[config.mk]
export PLATFORM = sky130hd
export DESIGN_NAME = deadline_timer_queue_unit
export DESIGN_NICKNAME = d
export VERILOG_FILES = /design/src/rtl/dtq_pkg.sv /design/src/rtl/dtq_cmd_fifo.sv /design/src/rtl/dtq_engine.sv /design/src/rtl/deadline_timer_queue_unit.sv
export SDC_FILE = /design/constraint.sdc
export NUM_CORES = 2
export LEC_CHECK = 0
export BUFFER_PORTS_ARGS = -buffer_cell sky130_fd_sc_hd__clkbuf_2
export CORE_ASPECT_RATIO = 1.1
export CORE_MARGIN = 2
export CORE_UTILIZATION = 40
export DETAILED_ROUTE_END_ITERATION = 6
export REMOVE_ABC_BUFFERS = 1
export SETUP_SLACK_MARGIN = 0.02
export SYNTH_ARGS = -nofsm -noshare
export SYNTH_HDL_FRONTEND = slang
export SYNTH_SLANG_ARGS = --single-unit
export TNS_END_PERCENT = 20
[constraint.sdc]
create_clock -name clk_i -period 11 [get_ports clk_i]
set_input_delay 2.2 -clock clk_i [delete_from_list [all_inputs] [get_ports clk_i]]
set_output_delay 2.2 -clock clk_i [all_outputs]
set_load 0.01 [all_outputs]
[src/rtl/dtq_pkg.sv]
package dtq_pkg;
  localparam int DefaultDepth = 16;
  localparam int TimeW = 48;
  localparam int WordW = 32;

  localparam logic [1:0] CmdSchedule = 2'd0;
  localparam logic [1:0] CmdCancel   = 2'd1;
  localparam logic [1:0] CmdTick     = 2'd2;
  localparam logic [1:0] CmdShutdown = 2'd3;

  localparam logic [2:0] KindScheduled   = 3'd0;
  localparam logic [2:0] KindRejShutdown = 3'd1;
  localparam logic [2:0] KindRejFull     = 3'd2;
  localparam logic [2:0] KindCancelAck   = 3'd3;
  localparam logic [2:0] KindDispatched  = 3'd4;
  localparam logic [2:0] KindNoneDue     = 3'd5;
  localparam logic [2:0] KindShutdownAck = 3'd6;

  typedef struct packed {
    logic [1:0]       command;
    logic [WordW-1:0] delay_ticks;
    logic [WordW-1:0] task_tag;
    logic [WordW-1:0] cancel_handle;
  } cmd_t;
endpackage

[src/rtl/dtq_cmd_fifo.sv]
module dtq_cmd_fifo (
  input  logic          clk_i,
  input  logic          rst_ni,
  input  logic          push_i,
  input  dtq_pkg::cmd_t push_data_i,
  output logic          full_o,
  input  logic          pop_i,
  output logic          empty_o,
  output dtq_pkg::cmd_t pop_data_o
);
  import dtq_pkg::*;

  cmd_t       mem_q [2];
  logic       wr_q, rd_q;
  logic [1:0] cnt_q;

  assign full_o     = cnt_q == 2'd2;
  assign empty_o    = cnt_q == 2'd0;
  assign pop_data_o = mem_q[rd_q];

  always_ff @(posedge clk_i) begin
    if (push_i && !full_o) mem_q[wr_q] <= push_data_i;
  end

  always_ff @(posedge clk_i or negedge rst_ni) begin
    if (!rst_ni) begin
      wr_q <= 1'b0; rd_q <= 1'b0; cnt_q <= 2'd0;
    end else begin
      if (push_i && !full_o) wr_q <= ~wr_q;
      if (pop_i && !empty_o) rd_q <= ~rd_q;
      cnt_q <= cnt_q + {1'b0, push_i && !full_o} - {1'b0, pop_i && !empty_o};
    end
  end
endmodule

[src/rtl/dtq_engine.sv]
module dtq_engine #(
  parameter int QueueDepth = dtq_pkg::DefaultDepth
) (
  input  logic          clk_i,
  input  logic          rst_ni,
  input  logic          cmd_valid_i,
  input  dtq_pkg::cmd_t cmd_i,
  output logic          cmd_pop_o,
  output logic          result_valid_o,
  input  logic          result_ready_i,
  output logic [2:0]    result_kind_o,
  output logic [31:0]   handle_o,
  output logic [31:0]   dispatched_tag_o,
  output logic          last_o
);
  import dtq_pkg::*;
  localparam int IdxW = $clog2(QueueDepth);

  typedef enum logic [2:0] {Idle, CancelScan, Scan, Pick, Emit, Flush} state_e;

  state_e state_q;
  logic [TimeW-1:0] due_q [QueueDepth];
  logic [WordW-1:0] seq_q [QueueDepth];
  logic [WordW-1:0] tag_q [QueueDepth];
  logic [QueueDepth-1:0] valid_q, canc_q;
  logic [TimeW-1:0] now_q;
  logic [WordW-1:0] next_q;
  logic             shut_q;
  logic [IdxW-1:0]  idx_q;
  logic             found_q;
  logic [IdxW-1:0]  best_q;
  logic [TimeW-1:0] best_due_q;
  logic [WordW-1:0] best_seq_q;
  cmd_t             cur_q;
  // Output holding register with one pending dispatch buffered behind it.
  logic             ov_q;
  logic [2:0]       ok_q;
  logic [WordW-1:0] oh_q, ot_q;
  logic             ol_q;
  logic             pv_q;
  logic [WordW-1:0] ph_q, pt_q;

  logic [IdxW-1:0] free_idx;
  logic            free_ok;
  always_comb begin
    free_idx = '0; free_ok = 1'b0;
    for (int i = QueueDepth - 1; i >= 0; i--) begin
      if (!valid_q[i]) begin free_idx = IdxW'(i); free_ok = 1'b1; end
    end
  end

  logic out_free;
  assign out_free = !ov_q || result_ready_i;
  assign cmd_pop_o = state_q == Idle && cmd_valid_i && out_free && !pv_q;
  assign result_valid_o = ov_q;
  assign result_kind_o = ok_q;
  assign handle_o = oh_q;
  assign dispatched_tag_o = ot_q;
  assign last_o = ol_q;

  logic cand_ok, better;
  assign cand_ok = valid_q[idx_q] && due_q[idx_q] <= now_q;
  assign better = !found_q || due_q[idx_q] < best_due_q ||
                  (due_q[idx_q] == best_due_q && seq_q[idx_q] < best_seq_q);

  always_ff @(posedge clk_i) begin
    if (cmd_pop_o && cmd_i.command == CmdSchedule && !shut_q && free_ok) begin
      due_q[free_idx] <= now_q + TimeW'(cmd_i.delay_ticks);
      seq_q[free_idx] <= next_q;
      tag_q[free_idx] <= cmd_i.task_tag;
    end
    if (cmd_pop_o) cur_q <= cmd_i;
    if (state_q == Scan && cand_ok && better) begin
      best_q <= idx_q; best_due_q <= due_q[idx_q]; best_seq_q <= seq_q[idx_q];
    end
  end

  always_ff @(posedge clk_i or negedge rst_ni) begin
    if (!rst_ni) begin
      state_q <= Idle; valid_q <= '0; canc_q <= '0; now_q <= '0; next_q <= '0;
      shut_q <= 1'b0; idx_q <= '0; found_q <= 1'b0;
      ov_q <= 1'b0; ok_q <= '0; oh_q <= '0; ot_q <= '0; ol_q <= 1'b0;
      pv_q <= 1'b0; ph_q <= '0; pt_q <= '0;
    end else begin
      if (ov_q && result_ready_i) ov_q <= 1'b0;
      case (state_q)
        Idle: begin
          if (cmd_pop_o) begin
            ov_q <= 1'b1; ol_q <= 1'b1; oh_q <= '0; ot_q <= '0;
            case (cmd_i.command)
              CmdSchedule: begin
                if (shut_q) ok_q <= KindRejShutdown;
                else if (!free_ok) ok_q <= KindRejFull;
                else begin
                  ok_q <= KindScheduled; oh_q <= next_q;
                  valid_q[free_idx] <= 1'b1; canc_q[free_idx] <= 1'b0;
                  next_q <= next_q + 1'b1;
                end
              end
              CmdCancel: begin
                ov_q <= 1'b0; idx_q <= '0; state_q <= CancelScan;
              end
              CmdTick: begin
                ov_q <= 1'b0; now_q <= now_q + 1'b1; idx_q <= '0;
                found_q <= 1'b0; state_q <= Scan;
              end
              default: begin
                ok_q <= KindShutdownAck; valid_q <= '0; canc_q <= '0;
                shut_q <= 1'b1;
              end
            endcase
          end
        end
        CancelScan: begin
          if (valid_q[idx_q] && seq_q[idx_q] == cur_q.cancel_handle)
            canc_q[idx_q] <= 1'b1;
          if (idx_q == IdxW'(QueueDepth - 1)) begin
            if (out_free) begin
              ov_q <= 1'b1; ok_q <= KindCancelAck; oh_q <= cur_q.cancel_handle;
              ot_q <= '0; ol_q <= 1'b1; state_q <= Idle;
            end
          end else idx_q <= idx_q + 1'b1;
        end
        Scan: begin
          if (cand_ok) found_q <= 1'b1;
          if (idx_q == IdxW'(QueueDepth - 1)) state_q <= Pick;
          else idx_q <= idx_q + 1'b1;
        end
        Pick: begin
          if (found_q) begin
            valid_q[best_q] <= 1'b0;
            if (!canc_q[best_q]) state_q <= Emit;
            else begin idx_q <= '0; found_q <= 1'b0; state_q <= Scan; end
          end else state_q <= Flush;
        end
        Emit: begin
          // Hold the dispatch until the next scan tells whether it is last.
          if (!pv_q || out_free) begin
            if (pv_q) begin
              ov_q <= 1'b1; ok_q <= KindDispatched; oh_q <= ph_q; ot_q <= pt_q;
              ol_q <= 1'b0;
            end
            pv_q <= 1'b1; ph_q <= best_seq_q; pt_q <= tag_q[best_q];
            idx_q <= '0; found_q <= 1'b0; state_q <= Scan;
          end
        end
        Flush: begin
          if (out_free) begin
            ov_q <= 1'b1; ol_q <= 1'b1;
            if (pv_q) begin ok_q <= KindDispatched; oh_q <= ph_q; ot_q <= pt_q; end
            else begin ok_q <= KindNoneDue; oh_q <= '0; ot_q <= '0; end
            pv_q <= 1'b0; state_q <= Idle;
          end
        end
        default: state_q <= Idle;
      endcase
    end
  end
endmodule

[src/rtl/deadline_timer_queue_unit.sv]
// A schedule or shutdown result is registered in the engine once the command is accepted;
// a cancel result follows a serial walk over all the slots. A tick runs a serial scan of
// the slots for the earliest due entry, then a fresh scan after each dispatched entry and
// after each cancelled entry that is dropped; output stalls add to this.
// Throughput: one command at a time in the engine; a two-entry queue takes commands
// while it works. Reset is asynchronous, active low, and empties the queue at once.
module deadline_timer_queue_unit #(
  parameter int QUEUE_DEPTH = dtq_pkg::DefaultDepth
) (
  input  logic        clk_i,
  input  logic        rst_ni,
  input  logic        in_valid_i,
  output logic        in_ready_o,
  input  logic [1:0]  command_i,
  input  logic [31:0] delay_ticks_i,
  input  logic [31:0] task_tag_i,
  input  logic [31:0] cancel_handle_i,
  output logic        out_valid_o,
  input  logic        out_ready_i,
  output logic [2:0]  result_kind_o,
  output logic [31:0] handle_o,
  output logic [31:0] dispatched_tag_o,
  output logic        last_o
);
  import dtq_pkg::*;

  cmd_t in_cmd, q_cmd;
  logic full, empty, pop;
  assign in_cmd = '{command: command_i, delay_ticks: delay_ticks_i,
                    task_tag: task_tag_i, cancel_handle: cancel_handle_i};
  assign in_ready_o = !full;

  dtq_cmd_fifo u_fifo (
    .clk_i, .rst_ni, .push_i(in_valid_i), .push_data_i(in_cmd), .full_o(full),
    .pop_i(pop), .empty_o(empty), .pop_data_o(q_cmd)
  );

  dtq_engine #(.QueueDepth(QUEUE_DEPTH)) u_engine (
    .clk_i, .rst_ni, .cmd_valid_i(!empty), .cmd_i(q_cmd), .cmd_pop_o(pop),
    .result_valid_o(out_valid_o), .result_ready_i(out_ready_i),
    .result_kind_o, .handle_o, .dispatched_tag_o, .last_o
  );

`ifndef SYNTHESIS
  a_kind_range: assert property (@(posedge clk_i) disable iff (!rst_ni)
    out_valid_o |-> result_kind_o != 3'd7) else $error("bad result kind");
  a_last_single: assert property (@(posedge clk_i) disable iff (!rst_ni)
    out_valid_o && result_kind_o != KindDispatched |-> last_o)
    else $error("non-dispatch result without last");
  a_pop_nonempty: assert property (@(posedge clk_i) disable iff (!rst_ni)
    pop |-> !empty) else $error("pop from empty queue");
`endif
endmodule
Word level (Yosys, flattened, before mapping)

Memories as Yosys holds them, arrays and structs flattened. A register that Yosys moved wholly into a read port is not among the register bits.
Index checks and enable logic that the tools add are counted.

Add/sub/neg operators: 6
Multiply operators: 0
Div/mod/pow operators: 0
Order comparisons: 9
Equality and inequality tests: 29
Shift-type cells: 0
Muxes and demuxes: 128
Bitwise logic cells: 10
Reduce and logical (&&, ||, !) cells: 53

Operators with widths:

| kind                    | count |
|---|---|
| $mux W32                | 17 |
| $pmux W32 S4            | 2 |
| $mux W16                | 8 |
| $pmux W16 S2            | 4 |
| $mux W4                 | 22 |
| $add A48 B1 Y48 const B | 1 |
| $add A48 B32 Y48        | 1 |
| $eq A48 B48 Y1          | 1 |
| $le A48 B48 Y1          | 1 |
| $lt A48 B48 Y1          | 1 |
| $mux W1                 | 46 |
| $mux W3                 | 14 |
| $add A32 B1 Y32 const B | 1 |
| $and A16 B16 Y16        | 2 |
| $eq A32 B32 Y1          | 1 |
| $lt A32 B32 Y1          | 1 |
| $not A16 Y16            | 2 |
| $or A16 B16 Y16         | 2 |
| $ne A2 B1 Y1 const B    | 10 |
| $reduce_and A5 Y1       | 4 |
| $pmux W3 S6             | 1 |
| $logic_and A1 B1 Y1     | 17 |
| $pmux W4 S4             | 1 |
| $lt A4 B5 Y1 const B    | 3 |
| other kinds (34)        | 72 |

Flip-flop bits (word level): 343
Bits in latches: 0
RAM bits: 1988
Memory bits (read-only): 0
Bits of input ports: 102
Logic and storage cells: 261
Memories kept: 4

Memories:

| memory         | depth | width | read ports | clocked after memory_dff | wr ports | line               | text |
|---|---|---|---|---|---|---|---|
| u_engine.due_q | 16    | 48    | 1          | 0                        | 1        | dtq_engine.sv:22   | `logic [TimeW-1:0] due_q [QueueDepth];` |
| u_engine.seq_q | 16    | 32    | 1          | 0                        | 1        | dtq_engine.sv:23   | `logic [WordW-1:0] seq_q [QueueDepth];` |
| u_engine.tag_q | 16    | 32    | 1          | 1                        | 1        | dtq_engine.sv:24   | `logic [WordW-1:0] tag_q [QueueDepth];` |
| u_fifo.mem_q   | 2     | 98    | 1          | 0                        | 1        | dtq_cmd_fifo.sv:13 | `cmd_t mem_q [2];` |

Logic depth before layout (Yosys ltp)

Depth after elaboration: 27
Gate-level depth with buffers: 21
Mapped depth without buffers: 14

Hierarchy

A second synthesis with hierarchy kept.

Cells, all modules: 5073
Area, all modules: 95808.1 µm²

By module, submodules not included:

| module                    | instances | cells an instance | area each (µm²) | sequential area each (µm²) |
|---|---|---|---|---|
| dtq_engine                | 1         | 4748              | 88502.4         | 63676.1 |
| dtq_cmd_fifo              | 1         | 323               | 7298.2          | 5985.7 |
| deadline_timer_queue_unit | 1         | 2                 | 7.5             | 0.0 |

Worst setup path before layout

No wires, ideal clock.

Path type: in2reg
Start point: in out_ready_i
End point: mem u_engine.due_q[3][0] (enable)
Setup time: 0.585 ns
Data arrival time: 9.741 ns
Slack: 0.674 ns
Stages: 5
Buffers on the path: 1
Path through: nor2b_1 > nor4b_2 > nand2_1 > clkbuf_1 > nor2_1

Longest elaborated chain between the ends: 8

Ends and longest elaborated chain:

| what                             | line                            | text |
|---|---|---|
| start: declaration               | deadline_timer_queue_unit.sv:19 | `input logic out_ready_i,` |
| $logic_or A1 B1 Y1               | dtq_engine.sv:53                | `assign out_free = !ov_q \|\| result_ready_i;` |
| $logic_and A1 B1 Y1 (2 in a row) | dtq_engine.sv:54                | `assign cmd_pop_o = state_q == Idle && cmd_valid_i && out_free && !pv_q;` |
| named net pop                    | deadline_timer_queue_unit.sv:28 | `logic full, empty, pop;` |
| $logic_and A1 B1 Y1 (3 in a row) | dtq_engine.sv:67                | `if (cmd_pop_o && cmd_i.command == CmdSchedule && !shut_q && free_ok) begin` |
| $mux W1                          | dtq_engine.sv:67                |  |
| $mux W1 (implied by the code)    | dtq_engine.sv:68                | `due_q[free_idx] <= now_q + TimeW'(cmd_i.delay_ticks);` |
| end: declaration                 | dtq_engine.sv:22                |  |

The timed path passes the listed nets, and every way through them passes these cells.

Worst setup path in the final report

Start point: reg u_engine.idx_q[1]
End point: reg u_engine.best_due_q[20] (read register of u_engine.due_q) (enable)

Longest elaborated chain between the ends: 5

Ends and longest elaborated chain:

| what                                                             | line                               | text |
|---|---|---|
| start: declaration                                               | dtq_engine.sv:29                   | `logic [IdxW-1:0] idx_q;` |
| start signal: assignment                                         | dtq_engine.sv:122                  | `end else idx_q <= idx_q + 1'b1;` |
| start signal: assignment                                         | dtq_engine.sv:127                  | `else idx_q <= idx_q + 1'b1;` |
| $mem_v2 Z16 W48 (tied with other cells)                          | --                                 |  |
| $le A48 B48 Y1 (tied with other cells)                           | dtq_engine.sv:62                   | `assign cand_ok = valid_q[idx_q] && due_q[idx_q] <= now_q;` |
| $logic_and A1 B1 Y1 (tied with other cells)                      | dtq_engine.sv:62                   |  |
| $logic_and A1 B1 Y1 / $logic_or A1 B1 Y1 (equally long branches) | dtq_engine.sv:73, dtq_engine.sv:63 |  |
| $logic_and A1 B1 Y1 (*)                                          | dtq_engine.sv:73                   | `if (state_q == Scan && cand_ok && better) begin` |
| end: declaration                                                 | dtq_engine.sv:32                   | `logic [TimeW-1:0] best_due_q;` |

Mark *: on every way between the ends. The rest lies on a longest branch, timed or not. The select of a mux whose other input is x is not followed.
A chain may end at the register's enable or synchronous reset.

==> impl_metrics.tcl <==
set metrics [dict create \
    fin_setup_tns_ns 0 \
    pin_count 172 \
    finalSetupViolCount 0 \
    grt_pass1_wl_um 360000 \
    cp_cell_sequence "buf_4 -> mux4_2 -> mux4_2 -> ha_1 -> nand4_1 -> or4_1 -> or4_1 -> inv_1 -> nand3_1 -> a211oi_1 -> o21a_4 -> buf_4" \
    violations "design-rule violations" \
    drv_slew 0 \
    drt-initial-drc-count 5707 \
    crit_arrival_ns 7.97 \
    clkSinkCount 2363 \
    wire_per_inst_um 27.9 \
    post_cts_buffers 0 \
    crit_buf_inv 3 \
    hold_path_class "flop to flop" \
    syn_area_mm2 0.0964 \
    syn_avg_cell_area_um2 18.4 \
    critPathMaxFanout 75 \
    drive_gt1_share_pct 23.4 \
    worst-setup-path-type "flop to flop" \
    vias_per_cell 5.71 \
    hp-start "u_engine.ph_q[11]$_DFFE_PN0P_" \
    io_buffer_count 171 \
    post-route-util_pct 45.4 \
    start_kind "flop" \
    synthToLayoutAreaGrowth_pct 13.2 \
    synth_seq_area_share_pct 72.2 \
    startpoint "u_engine.idx_q[1]$_DFFE_PN0P_" \
    p_leak_uw 0.0387 \
    hpwlAfterDp_um 140000 \
    async_flop_share_pct 11.0 \
    drc_errors 8 \
    min_period_ns 7.50 \
    grt_start_max_net_pins 129 \
    fin_ws_ns 3.50 \
    clk_latency_ns 0.91 \
    yosys.area.top_type "edfxtp_1" \
    clk_pin_slew_ns 0.06 \
    rr_startpoint "u_engine.idx_q[1]$_DFFE_PN0P_" \
    hold_viol 0 \
    synth.area.top_cells "edfxtp_1 (66%), mux4_2 (12%), dfrtp_1 (6.7%)" \
    ctsResizeCount 0 \
    synth_edf_count 2104 \
    crit_family "buffers and inverters" \
    synth_flop_cell "edfxtp_1" \
    postCtsHoldBufs 0 \
    firstDrtPassIters 7 \
    tightest_slew_ns 1.25 \
    ys_warn_count 0 \
    synth_top_area_share_pct 65.5 \
    wirelength_um 248000 \
    htreeDepth 4 \
    die_h_um 519 \
    die_w_um 472 \
    first_global_vias 51262 \
    nNetsFinal 5780 \
    ant_nets 0 \
    clock.fmax_mhz 133 \
    synth_cells 5233 \
    critPathSlowestCell "dfrtp_4" \
    rsz0062_at_grt "false" \
    initial_core_util_pct 40.1 \
    ir_worst_vdd_mv 0.149 \
    via_count 50652 \
    die-area_mm2 0.245 \
    clockBufferDepth 3 \
    fp.coreArea_mm2 0.240 \
    worstPathRequired_ns 11.46 \
    whs_ns 0.479 \
    maxSlewHeadroom_pct 16.4 \
    dpl_worst_slack_ns 3.53 \
    slowest_delay_ns 1.01 \
    cts_tree "yes" \
    ys_types 81 \
    finalCritPeriodShare_pct 68.2 \
    cts_inserted_buffers 235 \
    gp_congestion 0.910 \
    antenna_found_initial 10 \
    fp-row-count 189 \
    fill_cells 20250 \
    ys_ff_latch 2363 \
    status "finished with violations" \
    cellPowerDensity_mw_per_mm2 175 \
    worstSetupEndpointType "flop" \
    cap_violations 0 \
    grtUsageTotal_pct 20.0 \
    finClkSkew_ns 0.105 \
    root_buffer "clkbuf_16" \
    grt_overflow_total 0 \
]
cells in the mapped netlist, types with 16 or more instances:
| master | count |
|---|---|
| and3_1 | 37 |
| buf_2 | 23 |
| buf_1 | 49 |
| inv_1 | 169 |
| xor2_1 | 39 |
| clkbuf_1 | 152 |
| edfxtp_1 | 2104 |
| a222oi_1 | 32 |
| nor2_1 | 122 |
| mux2i_1 | 99 |
| a31oi_1 | 24 |
| nand3_1 | 62 |
| mux2_2 | 151 |
| a21oi_1 | 132 |
| dfrtp_1 | 259 |
| a21o_1 | 56 |
| a22oi_1 | 30 |
| nand4_1 | 52 |
| nor2b_1 | 25 |
| o211ai_1 | 16 |
| nand2b_1 | 25 |
| a211oi_1 | 21 |
| ha_1 | 170 |
| nand2_1 | 329 |
| o21ai_0 | 194 |
| nor3_1 | 38 |
| xnor2_1 | 118 |
| mux4_2 | 499 |
| o21a_1 | 19 |
cells by family after synthesis:
kind of cell	synth area share [%]
buffers and inverters	1.75
muxes	14.5
DFF	72.2
AOI/OAI and AO/OA	4.19
and+or+nand+nor	3.68
adders and majority gates	2.23
xor gates and xnor gates	1.43
tightest hold or removal path, stage by stage (launching register included):
cell     delay [ns]
dfrtp_1        0.34
nand2_1        0.05
o21ai_0        0.06
flip-flops by register name, summed over array words and instances (netlist names), 2 cells and up:
| register | count |
|---|---|
| u_engine.best_due_q | 48 |
| u_engine.best_q | 4 |
| u_engine.best_seq_q | 32 |
| u_engine.canc_q | 16 |
| u_engine.cur_q | 32 |
| u_engine.dispatched_tag_o | 32 |
| u_engine.due_q | 768 |
| u_engine.handle_o | 32 |
| u_engine.idx_q | 4 |
| u_engine.next_q | 32 |
| u_engine.now_q | 48 |
| u_engine.ph_q | 32 |
| u_engine.pt_q | 32 |
| u_engine.result_kind_o | 3 |
| u_engine.seq_q | 512 |
| u_engine.state_q | 3 |
| u_engine.tag_q | 512 |
| u_engine.valid_q | 16 |
| u_fifo.cnt_q | 2 |
| u_fifo.mem_q | 196 |
cells in the final DEF, fill, tap and decap left out, types with 11 or more instances in the layout:
cell type  count
clkbuf_8      29
nor3_1        38
o22ai_1       13
edfxtp_1    2104
clkinv_16     11
clkbuf_16    235
a22oi_1       30
o21a_1        18
mux4_2       499
and3_1        34
a211oi_1      21
bufinv_16     18
a21o_1        56
nand3_1       62
nor2b_1       25
clkinv_2      41
inv_1        168
o21ai_0      193
dfrtp_1      254
o211ai_1      16
nand2b_1      25
mux2i_1       99
buf_4        100
xor2_1        39
nand2_1      329
clkbuf_2     170
a31oi_1       24
mux2_2       151
nand4_1       52
xnor2_1      114
clkbuf_1      70
clkinv_1      18
ha_1         170
a21oi_1      131
a222oi_1      32
nor2_1       108
nor2_4        14
worst paths after layout:
| path | slack, ns | to | depth (start not counted) |
|---|---|---|---|
| worst max-delay path | 3.50 | u_engine.best_due_q[20]$_DFFE_PP_ | 12 |
| worst min-delay path | 0.48 | u_engine.ph_q[11]$_DFFE_PN0P_ | 2 |
| worst max register to register | 3.50 | u_engine.best_due_q[20]$_DFFE_PP_ | 12 |
| worst min register to register | 0.48 | u_engine.ph_q[11]$_DFFE_PN0P_ | 2 |
| max in group asynchronous | 7.56 | u_fifo.rd_q$_DFFE_PN0P_ | 3 |
| min in group asynchronous | 1.30 | u_engine.pt_q[3]$_DFFE_PN0P_ | 1 |
final cells by class:
class | instances | area (µm²) | share of cell area (%)
antenna | 1 | 2.50 | 0.00229
clock buffer | 334 | 6540 | 5.99
clock inverter | 109 | 1350 | 1.24
inverter | 170 | 641 | 0.587
multi-input combinational | 2460 | 25300 | 23.2
sequential | 2363 | 69700 | 63.8
tap | 3151 | 3940 | 3.61
timing repair buffer | 277 | 1740 | 1.59
where the power goes:
part	internal (µW)	switching [µW]	total [µW]
combinational	166	608	774
sequential	10200	33.7	10200
clock	4600	3500	8090
total	15000	4140	19100
layer usage:
metal  vias to the layer above  share of wire [%]  GRT usage, %
li1                      21512                  -             -
met1                     26908                 43          28.6
met2                      1862                 48          32.2
met3                       356                6.3          3.00
met4                        14                2.4          5.18
met5                         -              0.034             0
through the flow:
stage	cells	total power [µW]	cell area, µm²
after CTS	8864	19300	109000
after detailed placement	8421	11200	101000
after floorplan	4993	10900	95400
final	8865	19100	109000
after global routing	8864	19700	109000
after global placement	8421	11200	101000
Power figures use the tool's default switching activity.
